File: src/sv/pmp_pkg.sv
// pmp_pkg: shared types, character codes and the field scanner step for the
// pointer message parser. No dependencies.
`timescale 1ns / 1ps
`default_nettype none

package pmp_pkg;

   // message field phase, one-hot
   typedef enum logic [3:0] {
      PH_X    = 4'b0001,
      PH_Y    = 4'b0010,
      PH_CMD  = 4'b0100,
      PH_DONE = 4'b1000
   } phase_type;

   // number scanner mode, one-hot
   typedef enum logic [2:0] {
      SC_SKIP   = 3'b001,
      SC_DIGITS = 3'b010,
      SC_DONE   = 3'b100
   } scan_type;

   typedef struct packed {
      logic [15:0] acc;
      scan_type    mode;
      logic        neg;
   } scan_state_type;

   // separator, sign, digit and whitespace characters
   localparam logic [7:0] CH_H     = 8'h48;
   localparam logic [7:0] CH_A     = 8'h41;
   localparam logic [7:0] CH_PLUS  = 8'h2B;
   localparam logic [7:0] CH_MINUS = 8'h2D;
   localparam logic [7:0] CH_ZERO  = 8'h30;
   localparam logic [7:0] CH_NINE  = 8'h39;
   localparam logic [7:0] CH_SPACE = 8'h20;
   localparam logic [7:0] CH_TAB   = 8'h09;
   localparam logic [7:0] CH_CR    = 8'h0D;

   // command characters
   localparam logic [7:0] CMD_RIGHT_CLICK = 8'h72; // 'r'
   localparam logic [7:0] CMD_LEFT_CLICK  = 8'h73; // 's'
   localparam logic [7:0] CMD_LEFT_PRESS  = 8'h68; // 'h'
   localparam logic [7:0] CMD_KEY_D8      = 8'h69; // 'i'
   localparam logic [7:0] CMD_KEY_D7      = 8'h74; // 't'

   // action codes
   localparam logic [2:0] ACT_NONE        = 3'd0;
   localparam logic [2:0] ACT_RIGHT_CLICK = 3'd1;
   localparam logic [2:0] ACT_LEFT_CLICK  = 3'd2;
   localparam logic [2:0] ACT_LEFT_PRESS  = 3'd3;
   localparam logic [2:0] ACT_KEY_D8      = 3'd4;
   localparam logic [2:0] ACT_KEY_D7      = 3'd5;

   localparam int RSP_DATA_W = 48;

   // one character through a whitespace / sign / digits scanner
   function automatic scan_state_type scan_step(input scan_state_type cur,
                                                input logic [7:0] ch);
      scan_state_type nxt;
      logic           digit;
      logic           space;
      logic           in_digits;
      nxt       = cur;
      digit     = ch inside {[CH_ZERO:CH_NINE]};
      space     = ch inside {CH_SPACE, [CH_TAB:CH_CR]};
      in_digits = 1'b0;
      case (cur.mode)
         SC_SKIP: begin
            if (space) begin
               nxt.mode = SC_SKIP;
            end else if (ch == CH_MINUS) begin
               nxt.neg  = 1'b1;
               nxt.mode = SC_DIGITS;
            end else if (ch == CH_PLUS) begin
               nxt.mode = SC_DIGITS;
            end else begin
               in_digits = 1'b1;
            end
         end
         SC_DIGITS: begin
            in_digits = 1'b1;
         end
         default: begin
            nxt.mode = SC_DONE;
         end
      endcase
      // accumulate acc * 10 + digit, wrapping at 16 bits
      if (in_digits) begin
         if (digit) begin
            nxt.acc  = {cur.acc[12:0], 3'b000} + {cur.acc[14:0], 1'b0}
                       + {12'd0, ch[3:0]};
            nxt.mode = SC_DIGITS;
         end else begin
            nxt.mode = SC_DONE;
         end
      end
      return nxt;
   endfunction

   // command character to action code
   function automatic logic [2:0] action_of(input logic [7:0] cmd);
      logic [2:0] act;
      case (cmd)
         CMD_RIGHT_CLICK: act = ACT_RIGHT_CLICK;
         CMD_LEFT_CLICK:  act = ACT_LEFT_CLICK;
         CMD_LEFT_PRESS:  act = ACT_LEFT_PRESS;
         CMD_KEY_D8:      act = ACT_KEY_D8;
         CMD_KEY_D7:      act = ACT_KEY_D7;
         default:         act = ACT_NONE;
      endcase
      return act;
   endfunction

   // apply the sign to a magnitude
   function automatic logic [15:0] signed_value(input logic [15:0] acc,
                                                input logic neg);
      return neg ? (~acc + 16'd1) : acc;
   endfunction

endpackage

`default_nettype wire

File: src/sv/pointer_message_parser.sv
// Pointer message parser: decodes a byte stream "<X>H<Y>A<cmd>" into one
// movement and action result per message. Depends on pmp_pkg.
//
// One message byte is taken per clock on the req_ stream; req_tlast marks the
// last byte of a message. The byte is folded into the field scanners in the
// same cycle, so a new byte can be taken every cycle. On the last byte the
// result is loaded into the rsp_ output register and appears in the next cycle;
// req_tready stays high while that register is empty or being drained, so the
// only stall is a result still held by the consumer. X and Y wrap at 16 bits,
// bytes past MAX_MSG_LEN in a message are dropped (their tlast still closes
// the message), and the action is nonzero only when the command character
// changes from the previous message.
`timescale 1ns / 1ps
`default_nettype none

module pointer_message_parser #(
   parameter int MAX_MSG_LEN = 32
) (
   input  wire logic                             clock,
   input  wire logic                             reset,
   // request stream
   input  wire logic                             req_tvalid,
   output logic                                  req_tready,
   input  wire logic [7:0]                       req_tdata,  // [7:0] msg_byte
   input  wire logic                             req_tlast,  // last_byte
   // result stream
   output logic                                  rsp_tvalid,
   input  wire logic                             rsp_tready,
   // [15:0] x_value, [31:16] y_value, [34:32] action, [42:35] command_char,
   // [47:43] zero
   output logic [pmp_pkg::RSP_DATA_W-1:0]        rsp_tdata
);

   localparam int POS_W = $clog2(MAX_MSG_LEN + 1);

   // message state
   pmp_pkg::phase_type      phase_ff, phase_in;
   pmp_pkg::scan_state_type x_scan_ff, x_scan_in;
   pmp_pkg::scan_state_type y_scan_ff, y_scan_in;
   logic [7:0]              held_cmd_ff, held_cmd_in;
   logic [7:0]              prev_cmd_ff, prev_cmd_in;
   logic [POS_W-1:0]        pos_ff, pos_in;

   // output register
   logic                    rsp_valid_ff, rsp_valid_in;
   logic [15:0]             rsp_x_ff, rsp_x_in;
   logic [15:0]             rsp_y_ff, rsp_y_in;
   logic [2:0]              rsp_act_ff, rsp_act_in;
   logic [7:0]              rsp_cmd_ff, rsp_cmd_in;

   logic                    req_acc;
   logic [7:0]              ch;
   pmp_pkg::phase_type      step_phase;
   pmp_pkg::scan_state_type x_step, y_step;
   logic [7:0]              step_cmd;
   logic [7:0]              final_cmd;

   localparam pmp_pkg::scan_state_type SCAN_CLEAR = '{
      acc:  16'd0,
      mode: pmp_pkg::SC_SKIP,
      neg:  1'b0
   };

   // handshake: accept while the output slot is free or draining
   assign req_tready = !rsp_valid_ff || rsp_tready;
   assign req_acc    = req_tvalid && req_tready;
   assign ch         = req_tdata;

   // per-byte field update
   always_comb begin
      step_phase = phase_ff;
      x_step     = x_scan_ff;
      y_step     = y_scan_ff;
      step_cmd   = held_cmd_ff;
      if (pos_ff < POS_W'(MAX_MSG_LEN)) begin
         case (phase_ff)
            pmp_pkg::PH_X: begin
               if (ch == pmp_pkg::CH_H) begin
                  x_step.mode = pmp_pkg::SC_DONE;
                  step_phase  = pmp_pkg::PH_Y;
               end else if (ch == pmp_pkg::CH_A) begin
                  x_step.mode = pmp_pkg::SC_DONE;
                  y_step.mode = pmp_pkg::SC_DONE;
                  step_phase  = pmp_pkg::PH_CMD;
               end else begin
                  x_step = pmp_pkg::scan_step(x_scan_ff, ch);
               end
            end
            pmp_pkg::PH_Y: begin
               if (ch == pmp_pkg::CH_A) begin
                  y_step.mode = pmp_pkg::SC_DONE;
                  step_phase  = pmp_pkg::PH_CMD;
               end else begin
                  y_step = pmp_pkg::scan_step(y_scan_ff, ch);
               end
            end
            pmp_pkg::PH_CMD: begin
               step_cmd   = ch;
               step_phase = pmp_pkg::PH_DONE;
            end
            default: begin
               step_phase = phase_ff;
            end
         endcase
      end
   end

   // an 'A' with nothing after it clears the command
   assign final_cmd = (step_phase == pmp_pkg::PH_CMD) ? 8'd0 : step_cmd;

   // next state and result load
   always_comb begin
      phase_in     = phase_ff;
      x_scan_in    = x_scan_ff;
      y_scan_in    = y_scan_ff;
      held_cmd_in  = held_cmd_ff;
      prev_cmd_in  = prev_cmd_ff;
      pos_in       = pos_ff;
      rsp_valid_in = rsp_valid_ff && !rsp_tready;
      rsp_x_in     = rsp_x_ff;
      rsp_y_in     = rsp_y_ff;
      rsp_act_in   = rsp_act_ff;
      rsp_cmd_in   = rsp_cmd_ff;
      if (req_acc) begin
         if (req_tlast) begin
            rsp_valid_in = 1'b1;
            rsp_x_in     = pmp_pkg::signed_value(x_step.acc, x_step.neg);
            rsp_y_in     = pmp_pkg::signed_value(y_step.acc, y_step.neg);
            rsp_act_in   = (final_cmd != prev_cmd_ff) ?
                           pmp_pkg::action_of(final_cmd) : pmp_pkg::ACT_NONE;
            rsp_cmd_in   = final_cmd;
            held_cmd_in  = final_cmd;
            prev_cmd_in  = final_cmd;
            phase_in     = pmp_pkg::PH_X;
            x_scan_in    = SCAN_CLEAR;
            y_scan_in    = SCAN_CLEAR;
            pos_in       = '0;
         end else begin
            phase_in    = step_phase;
            x_scan_in   = x_step;
            y_scan_in   = y_step;
            held_cmd_in = step_cmd;
            if (pos_ff < POS_W'(MAX_MSG_LEN)) begin
               pos_in = pos_ff + POS_W'(1);
            end
         end
      end
   end

   // control and scanner state
   always_ff @(posedge clock) begin
      if (reset) begin
         phase_ff     <= pmp_pkg::PH_X;
         x_scan_ff    <= SCAN_CLEAR;
         y_scan_ff    <= SCAN_CLEAR;
         held_cmd_ff  <= 8'd0;
         prev_cmd_ff  <= 8'd0;
         pos_ff       <= '0;
         rsp_valid_ff <= 1'b0;
      end else begin
         phase_ff     <= phase_in;
         x_scan_ff    <= x_scan_in;
         y_scan_ff    <= y_scan_in;
         held_cmd_ff  <= held_cmd_in;
         prev_cmd_ff  <= prev_cmd_in;
         pos_ff       <= pos_in;
         rsp_valid_ff <= rsp_valid_in;
      end
   end

   // result payload
   always_ff @(posedge clock) begin
      rsp_x_ff   <= rsp_x_in;
      rsp_y_ff   <= rsp_y_in;
      rsp_act_ff <= rsp_act_in;
      rsp_cmd_ff <= rsp_cmd_in;
   end

   assign rsp_tvalid = rsp_valid_ff;
   assign rsp_tdata  = {5'd0, rsp_cmd_ff, rsp_act_ff, rsp_y_ff, rsp_x_ff};

   // checks
   a_last_loads_result: assert property (@(posedge clock) disable iff (reset)
      req_acc && req_tlast |=> rsp_valid_ff)
      else $error("last byte did not load a result");

   a_last_clears_msg: assert property (@(posedge clock) disable iff (reset)
      req_acc && req_tlast |=> pos_ff == '0 && phase_ff == pmp_pkg::PH_X)
      else $error("message state not cleared after last byte");

   a_pos_bounded: assert property (@(posedge clock) disable iff (reset)
      pos_ff <= POS_W'(MAX_MSG_LEN))
      else $error("byte position beyond maximum length");

   a_prev_matches_rsp: assert property (@(posedge clock) disable iff (reset)
      rsp_valid_ff |-> prev_cmd_ff == rsp_cmd_ff)
      else $error("previous command differs from pending result command");

   a_action_on_change: assert property (@(posedge clock) disable iff (reset)
      req_acc && req_tlast && final_cmd == prev_cmd_ff
      |=> rsp_act_ff == pmp_pkg::ACT_NONE)
      else $error("action raised without command change");

endmodule

`default_nettype wire
File: config.mk
export PLATFORM = sky130hd
export DESIGN_NAME = pointer_message_parser
export DESIGN_NICKNAME = d
export VERILOG_FILES = /design/src/sv/pmp_pkg.sv /design/src/sv/pointer_message_parser.sv
export SDC_FILE = /design/constraint.sdc
export NUM_CORES = 1
export LEC_CHECK = 0
export BUFFER_PORTS_ARGS = -buffer_cell sky130_fd_sc_hd__clkbuf_2
export CAP_MARGIN = 40
export CORE_MARGIN = 3
export CORE_UTILIZATION = 45
export DETAILED_ROUTE_END_ITERATION = 16
export GPL_TIMING_DRIVEN = 0
export SYNTH_ARGS = -nofsm -noshare
export SYNTH_HDL_FRONTEND = slang
export SYNTH_SLANG_ARGS = --single-unit
File: constraint.sdc
create_clock -name clock -period 4.8 [get_ports clock]
set_clock_uncertainty 0.05 [all_clocks]
set_input_delay 0.96 -clock clock [delete_from_list [all_inputs] [get_ports clock]]
set_output_delay 0.96 -clock clock [all_outputs]
set_load 0.01 [all_outputs]
# After elaboration in Yosys (flattened, before gate mapping)
# Cells that the tools add are included.
[classes] magnitude_cmp=5 reduce_logical=15 n_div=0 shift=0 n_mux=63 add_sub_neg=7 mul=0 n_bitwise=2 eq_ne=25
[ops] cell="16-bit 2-to-1 mux" n=8
[ops] cell="20-bit 2-to-1 mux" n=5
[ops] cell="8-bit by 7-bit equality test with 1-bit output, second input constant" n=7
[ops] cell="19-bit 2-to-1 mux" n=2
[ops] cell="16-bit by 1-bit adder with 16-bit output, second input constant" n=2
[ops] cell="16-bit adder" n=2
[ops] cell="16-bit by 4-bit adder with 16-bit output" n=2
[ops] cell="8-bit 2-to-1 mux" n=4
[ops] cell="16-bit inverter" n=2
[ops] cell="3-bit 2-to-1 mux" n=9
[ops] cell="8-bit by 6-bit equality test with 1-bit output, second input constant" n=3
[ops] cell="1-bit 2-to-1 mux" n=22
[ops] cell="3-bit case mux with 2 select lines" n=3
[ops] cell="4-bit 2-to-1 mux" n=4
[ops] cell="8-bit inequality test, second input constant" n=2
[ops] cell="3-bit case mux with 5 select lines" n=1
[ops] cell="6-bit 2-to-1 mux" n=2
[ops] cell="4-bit case mux with 3 select lines" n=1
[ops] cell="5-bit inequality test, second input constant" n=2
[ops] cell="4-bit by 3-bit equality test with 1-bit output, second input constant" n=2
[ops] cell="8-bit by 4-bit >= comparator with 1-bit output, second input constant" n=1
[ops] cell="8-bit by 6-bit >= comparator with 1-bit output, second input constant" n=1
[ops] cell="8-bit by 4-bit less-or-equal comparator with 1-bit output, second input constant" n=1
[ops] cell="8-bit by 6-bit less-or-equal comparator with 1-bit output, second input constant" n=1
[ops] cell="17 further kinds" n=28
[word_totals] mem_bits_ro=0 ramBits=0 inputBits=13 word_cells=132 register_bits=110 memories=0 latchBits=0 out_inout_bits=50

# Logic depth before layout (Yosys ltp)
[depth] depth_word=17 mapped_depth=14 ltp_nobuf=12

# Least setup slack after synthesis
# No wires, ideal clock.
[synth_timing] path_kind="input-to-reg" startpoint="input req_tdata[3]" endpoint="register rsp_x_ff[15], data pin" t_arrival_ns=4.192 setup_slack_ns=0.289 n_path_buf=1 setup_ns=0.270 required_ns=4.480 stages=13 cell_sequence="buf_2 -> inv_1 -> fa_1 -> inv_1 -> ha_1 -> a211oi_1 -> o21ai_0 -> a211o_1 -> a211oi_1 -> o2111a_1 -> o221ai_1 -> o41ai_2 -> xor2_1"
[synth_between] elab_chain_cells=17 elab_cells_between_ends=35 classes_between="add/sub: 2; order compare: 4; eq/ne: 5; mux: 20; bitwise: 1; reduce/logical: 3"
[synth_rtl] element="start: declaration" line_no="pointer_message_parser.sv:24" rtl="input wire logic [7:0] req_tdata,"
[synth_rtl] element="8-bit by 4-bit >= comparator with 1-bit output (tied with other cells)" line_no="pmp_pkg.sv:66" rtl="space = ch inside {CH_SPACE, [CH_TAB:CH_CR]};"
[synth_rtl] element="1-bit logical AND or 1-bit 2-to-1 mux (tied branches)" line_no="pmp_pkg.sv:66, pmp_pkg.sv:75"
[synth_rtl] element="2-bit nonzero test or 1-bit 2-to-1 mux (tied branches)"
[synth_rtl] element="1-bit 2-to-1 mux"
[synth_rtl] element="1-bit case mux with 2 select lines" line_no="pmp_pkg.sv:68" rtl="case (cur.mode)"
[synth_rtl] element="1-bit 2-to-1 mux" line_no="pointer_message_parser.sv:81" rtl="end else if (ch == pmp_pkg::CH_A) begin"
[synth_rtl] element="1-bit 2-to-1 mux" line_no="pointer_message_parser.sv:78" rtl="if (ch == pmp_pkg::CH_H) begin"
[synth_rtl] element="1-bit 2-to-1 mux" line_no="pointer_message_parser.sv:76" rtl="case (phase_ff)"
[synth_rtl] element="1-bit 2-to-1 mux" line_no="pointer_message_parser.sv:75" rtl="if (pos_ff < POS_W'(MAX_MSG_LEN)) begin"
[synth_rtl] element="19-bit 2-to-1 mux" line_no="pmp_pkg.sv:89" rtl="if (in_digits) begin"
[synth_rtl] element="16-bit 2-to-1 mux" line_no="pointer_message_parser.sv:81"
[synth_rtl] element="16-bit 2-to-1 mux" line_no="pointer_message_parser.sv:78"
[synth_rtl] element="20-bit 2-to-1 mux (*)" line_no="pointer_message_parser.sv:76"
[synth_rtl] element="20-bit 2-to-1 mux (*)" line_no="pointer_message_parser.sv:75"
[synth_rtl] element="16-bit inverter" line_no="pmp_pkg.sv:118" rtl="return neg ? (~acc + 16'd1) : acc;"
[synth_rtl] element="16-bit by 1-bit adder with 16-bit output" line_no="pmp_pkg.sv:118"
[synth_rtl] element="16-bit 2-to-1 mux (*)" line_no="pmp_pkg.sv:118"
[synth_rtl] element="end signal: assignment" line_no="pointer_message_parser.sv:173" rtl="rsp_x_ff <= rsp_x_in;"
[synth_rtl] element="end: declaration" line_no="pointer_message_parser.sv:46" rtl="logic [15:0] rsp_x_ff, rsp_x_in;"
# Every way passes the cells marked *; elsewhere a longest branch is shown, timed or not. The select of a mux whose other input is x is not followed.
# A chain may end at the register's enable or synchronous reset.

# Worst setup path in the final report
[layout_timing] startpoint="input req_tdata[3]" endpoint="register rsp_y_ff[14], data pin"
[layout_between] elab_chain_cells=15 elab_cells_between_ends=32 classes_between="add/sub: 2; order compare: 4; eq/ne: 4; mux: 18; bitwise: 1; reduce/logical: 3"
[layout_rtl] element="8-bit by 4-bit >= comparator with 1-bit output (tied with other cells)" line_no="pmp_pkg.sv:66"
[layout_rtl] element="1-bit logical AND or 1-bit 2-to-1 mux (tied branches)" line_no="pmp_pkg.sv:66, pmp_pkg.sv:75"
[layout_rtl] element="2-bit nonzero test or 1-bit 2-to-1 mux (tied branches)" line_no="pmp_pkg.sv:66, pmp_pkg.sv:72"
[layout_rtl] element="1-bit 2-to-1 mux" line_no="pmp_pkg.sv:70" rtl="if (space) begin"
[layout_rtl] element="1-bit case mux with 2 select lines" line_no="pmp_pkg.sv:68"
[layout_rtl] element="1-bit 2-to-1 mux" line_no="pointer_message_parser.sv:90" rtl="if (ch == pmp_pkg::CH_A) begin"
[layout_rtl] element="1-bit 2-to-1 mux" line_no="pointer_message_parser.sv:76"
[layout_rtl] element="1-bit 2-to-1 mux" line_no="pointer_message_parser.sv:75"
[layout_rtl] element="19-bit 2-to-1 mux" line_no="pmp_pkg.sv:89"
[layout_rtl] element="16-bit 2-to-1 mux" line_no="pointer_message_parser.sv:90"
[layout_rtl] element="16-bit 2-to-1 mux" line_no="pointer_message_parser.sv:76"
[layout_rtl] element="20-bit 2-to-1 mux (*)" line_no="pointer_message_parser.sv:75"
[layout_rtl] element="16-bit inverter" line_no="pmp_pkg.sv:118"
[layout_rtl] element="16-bit by 1-bit adder with 16-bit output" line_no="pmp_pkg.sv:118"
[layout_rtl] element="16-bit 2-to-1 mux (*)" line_no="pmp_pkg.sv:118"
[layout_rtl] element="end signal: assignment" line_no="pointer_message_parser.sv:174" rtl="rsp_y_ff <= rsp_y_in;"
[layout_rtl] element="end: declaration" line_no="pointer_message_parser.sv:47" rtl="logic [15:0] rsp_y_ff, rsp_y_in;"
# Marks and branches as above.

==> flow_summary.json <==
{
  "routed_via_density": 5.83,
  "syn_area_sq_um": 7740,
  "antenna_cells": 0,
  "critPathKind": "input pin to flip-flop",
  "async_flop_share_pct": 0,
  "path_max_fanout": 10,
  "hold_depth": 2,
  "cts_buffers": 9,
  "insertion_delay_ns": 0.35,
  "hold_viol_final": 0,
  "timing.rr.end": "rsp_y_ff[14]$_DFFE_PP_",
  "gr-total-overflow": 0,
  "synthTopCellsByArea": "dfxtp_1 17%, edfxtp_1 17%, ha_1 8.9%",
  "slew_violations": 0,
  "track_usage_pct": 22.6,
  "drive_gt1_share_pct": 12.8,
  "worstHoldPathType": "flip-flop to flip-flop",
  "fin_crit_ns": 4.56,
  "clock-sinks": 110,
  "start_util_pct": 46.3,
  "syn_avg_cell_area_sq_um": 8.72,
  "cp-start-kind": "input pin",
  "drt_iter0_drc": 552,
  "yosysSeqAreaShare_pct": 34.0,
  "ctsHtreeMaxLevel": 3,
  "die_w_um": 137,
  "synth_top_area_share_pct": 17.3,
  "drt_pass1_iterations": 5,
  "synthCells": 887,
  "dp_cells": 1168,
  "post_drt_wl_per_cell_um": 17.8,
  "worstMarginPinSlew_ns": 0.794,
  "worstPathRequired_ns": 4.84,
  "outcome": "finished clean",
  "wl_um": 21100,
  "power_density_nw_per_um2": 221,
  "fp.dieH_um": 137,
  "clk_pin_slew_ns": 0.07,
  "synth-seq-cells": 110,
  "ff2ff_setup_slack_ns": 0.96,
  "fmax_mhz": 219,
  "fin_tns_setup_ns": 0,
  "ys_warn_count": 0,
  "vias": 6917,
  "ir_worst_vdd_v": 0.000156,
  "synth_edf_count": 43,
  "synthFlopType": "dfxtp_1",
  "die_area_sq_um": 18800,
  "io_buffer_count": 55,
  "grt_max_degree": 28,
  "final_cells": 1186,
  "crit_arrival_ns": 4.60,
  "area_delta_synth_final_pct": 12.3,
  "synth_area_leader_cell": "dfxtp_1",
  "setup.worst_path.end_class": "flip-flop",
  "min_period_over_period_pct": 95.0,
  "drc": 0,
  "clockBufferDepth": 2,
  "min_from": "pos_ff[1]$_SDFFE_PP0P_",
  "rsz0062_at_grt": "no",
  "grt_first_pass_wirelength_um": 33700,
  "power_uw": 1920,
  "globalplace.congestion": 0.860,
  "maxCapViolCount": 0,
  "io_pins": 63,
  "antenna_left": 0,
  "ff2ff_path_depth": 14,
  "synth.distinct_cells": 84,
  "hpwl_um": 15800,
  "rows": 47,
  "p_leak_uw": 0.00347,
  "root_buffer": "clkbuf_16",
  "antenna_found_initial": 0,
  "cts_tree": "done",
  "first_global_vias": 6322,
  "max-slew-margin-rel_pct": 46.7,
  "fin_nets": 1033,
  "core_sq_um": 16700,
  "r2r_start": "phase_ff[1]$_SDFFE_PP0P_",
  "hold_path_end": "pos_ff[1]$_SDFFE_PP0P_",
  "setup-violations-final": 0
}
==> logic make-up (layout without fill, tap and decap cells) <==
family          Yosys count  after routing  share of synthesized area (%)
compound gates          251            251                           21.8
xor+xnor                 53             53                           6.00
fa+ha+maj                59             59                           9.93
buf+inv                  72            147                           4.12
flops                   110            110                           34.0
mux                      24             24                           3.20
other cells               1              5                         0.0485
simple gates            317            317                           20.9
==> stage by stage <==
stage | util [%] | instance area (sq um) | hold WS (ns) | setup WS [ns]
after floorplan | - | 7750 | 0.400 | 0.289
after global placement | 49.7 | 8300 | 0.418 | -0.491
after detailed placement | 49.9 | 8330 | 0.420 | -0.528
after CTS | 51.8 | 8650 | 0.431 | 0.0498
after global routing | 52.0 | 8690 | 0.451 | 0.0110
final | 52.0 | 8690 | 0.432 | 0.240
==> registers in the layout, summed over array words and instances, names as in the netlist <==
register	cells
rsp_x_ff	16
x_scan_ff	20
y_scan_ff	20
phase_ff	4
prev_cmd_ff	8
pos_ff	6
rsp_y_ff	16
rsp_act_ff	3
rsp_cmd_ff	8
held_cmd_ff	8
rsp_tvalid	1
==> power breakdown <==
group | internal (uW) | switching [uW]
logic | 45.7 | 107
clock network | 419 | 360
registers | 981 | 5.59
==> how the worst max path moves through the flow <==
stage / startpoint / endpoint / slack (ns) / depth (start not counted)
final: req_tdata[3] / rsp_y_ff[14]$_DFFE_PP_ / 0.24 / 13
after global routing: req_tdata[1] / rsp_x_ff[10]$_DFFE_PP_ / 0.01 / 14
after CTS: req_tdata[3] / rsp_y_ff[14]$_DFFE_PP_ / 0.05 / 13
after detailed placement: req_tdata[3] / rsp_x_ff[15]$_DFFE_PP_ / -0.53 / 14
after global placement: req_tdata[3] / rsp_x_ff[15]$_DFFE_PP_ / -0.49 / 14
after floorplan: req_tdata[3] / rsp_x_ff[15]$_DFFE_PP_ / 0.29 / 13
==> cell type report <==
type,count,area (sq um)
buffer,43,213
clock buffer,13,283
clock inverter,3,22.5
fill,1637,8010
inverter,29,114
multi-input combinational,709,4830
sequential,110,2630
tap,220,275
timing repair buffer,59,318
==> Yosys cell counts, types with 7 or more instances <==
cell and number:
o21a_1 11, a31oi_1 10, a22oi_1 25, nor2b_1 8
ha_1 55, xor2_1 18, nand2b_1 13, or3_1 11
and2_1 8, a21o_1 7, a21oi_1 68, mux2i_1 21
buf_2 9, nor2_1 122, dfxtp_1 67, a2bb2oi_1 7
o31ai_1 9, edfxtp_1 43, inv_1 27, xnor2_1 35
nor3_1 29, clkbuf_1 24, o21ai_0 49, nand3_1 17
a211oi_1 11, nand2_1 55, nand3b_1 7
==> metal layers <==
metal,wire (um),share of wire [%],global-route usage [%],vias to the layer above
li1,-,-,-,3429
met1,10500,50,34.2,3261
met2,9180,43,34.3,212
met3,1150,5.5,2.57,15
met4,279,1.3,5.71,0
met5,0,0,0,-
==> cell usage in the layout (no fill, tap or decap), types with 9 or more instances in the layout <==
cell and instances:
o21ai_0 49, nand2_1 55, xnor2_1 35, clkbuf_2 55
ha_1 55, buf_4 9, nand2b_1 13, or3_1 11
clkbuf_1 26, clkbuf_16 11, o31ai_1 9, a31oi_1 10
nand3_1 17, a22oi_1 25, mux2i_1 21, nor3_1 29
o21a_1 11, inv_1 26, edfxtp_1 43, a21oi_1 68
dfxtp_1 67, xor2_1 18, nor2_1 122
==> critical path, stage by stage <==
cell and delay (ns):
clkbuf_2 0.12, clkbuf_4 0.23, clkinvlp_4 0.24, fa_1 0.59, fa_1 0.48, nand2b_1 0.19
a211oi_2 0.34, o22ai_1 0.21, nand4b_1 0.22, a41o_1 0.30, a211oi_1 0.33, a41oi_1 0.20
xnor2_1 0.18
==> what timing repair did <==
item,CTS,global route
hold endpoints to repair,0,0
pin swaps,0,1
gates resized for setup,2,6
endpoints found under the setup margin,4,9
hold buffers,0,0
buffers inserted,0,2
(Power assumes the default switching activity.)
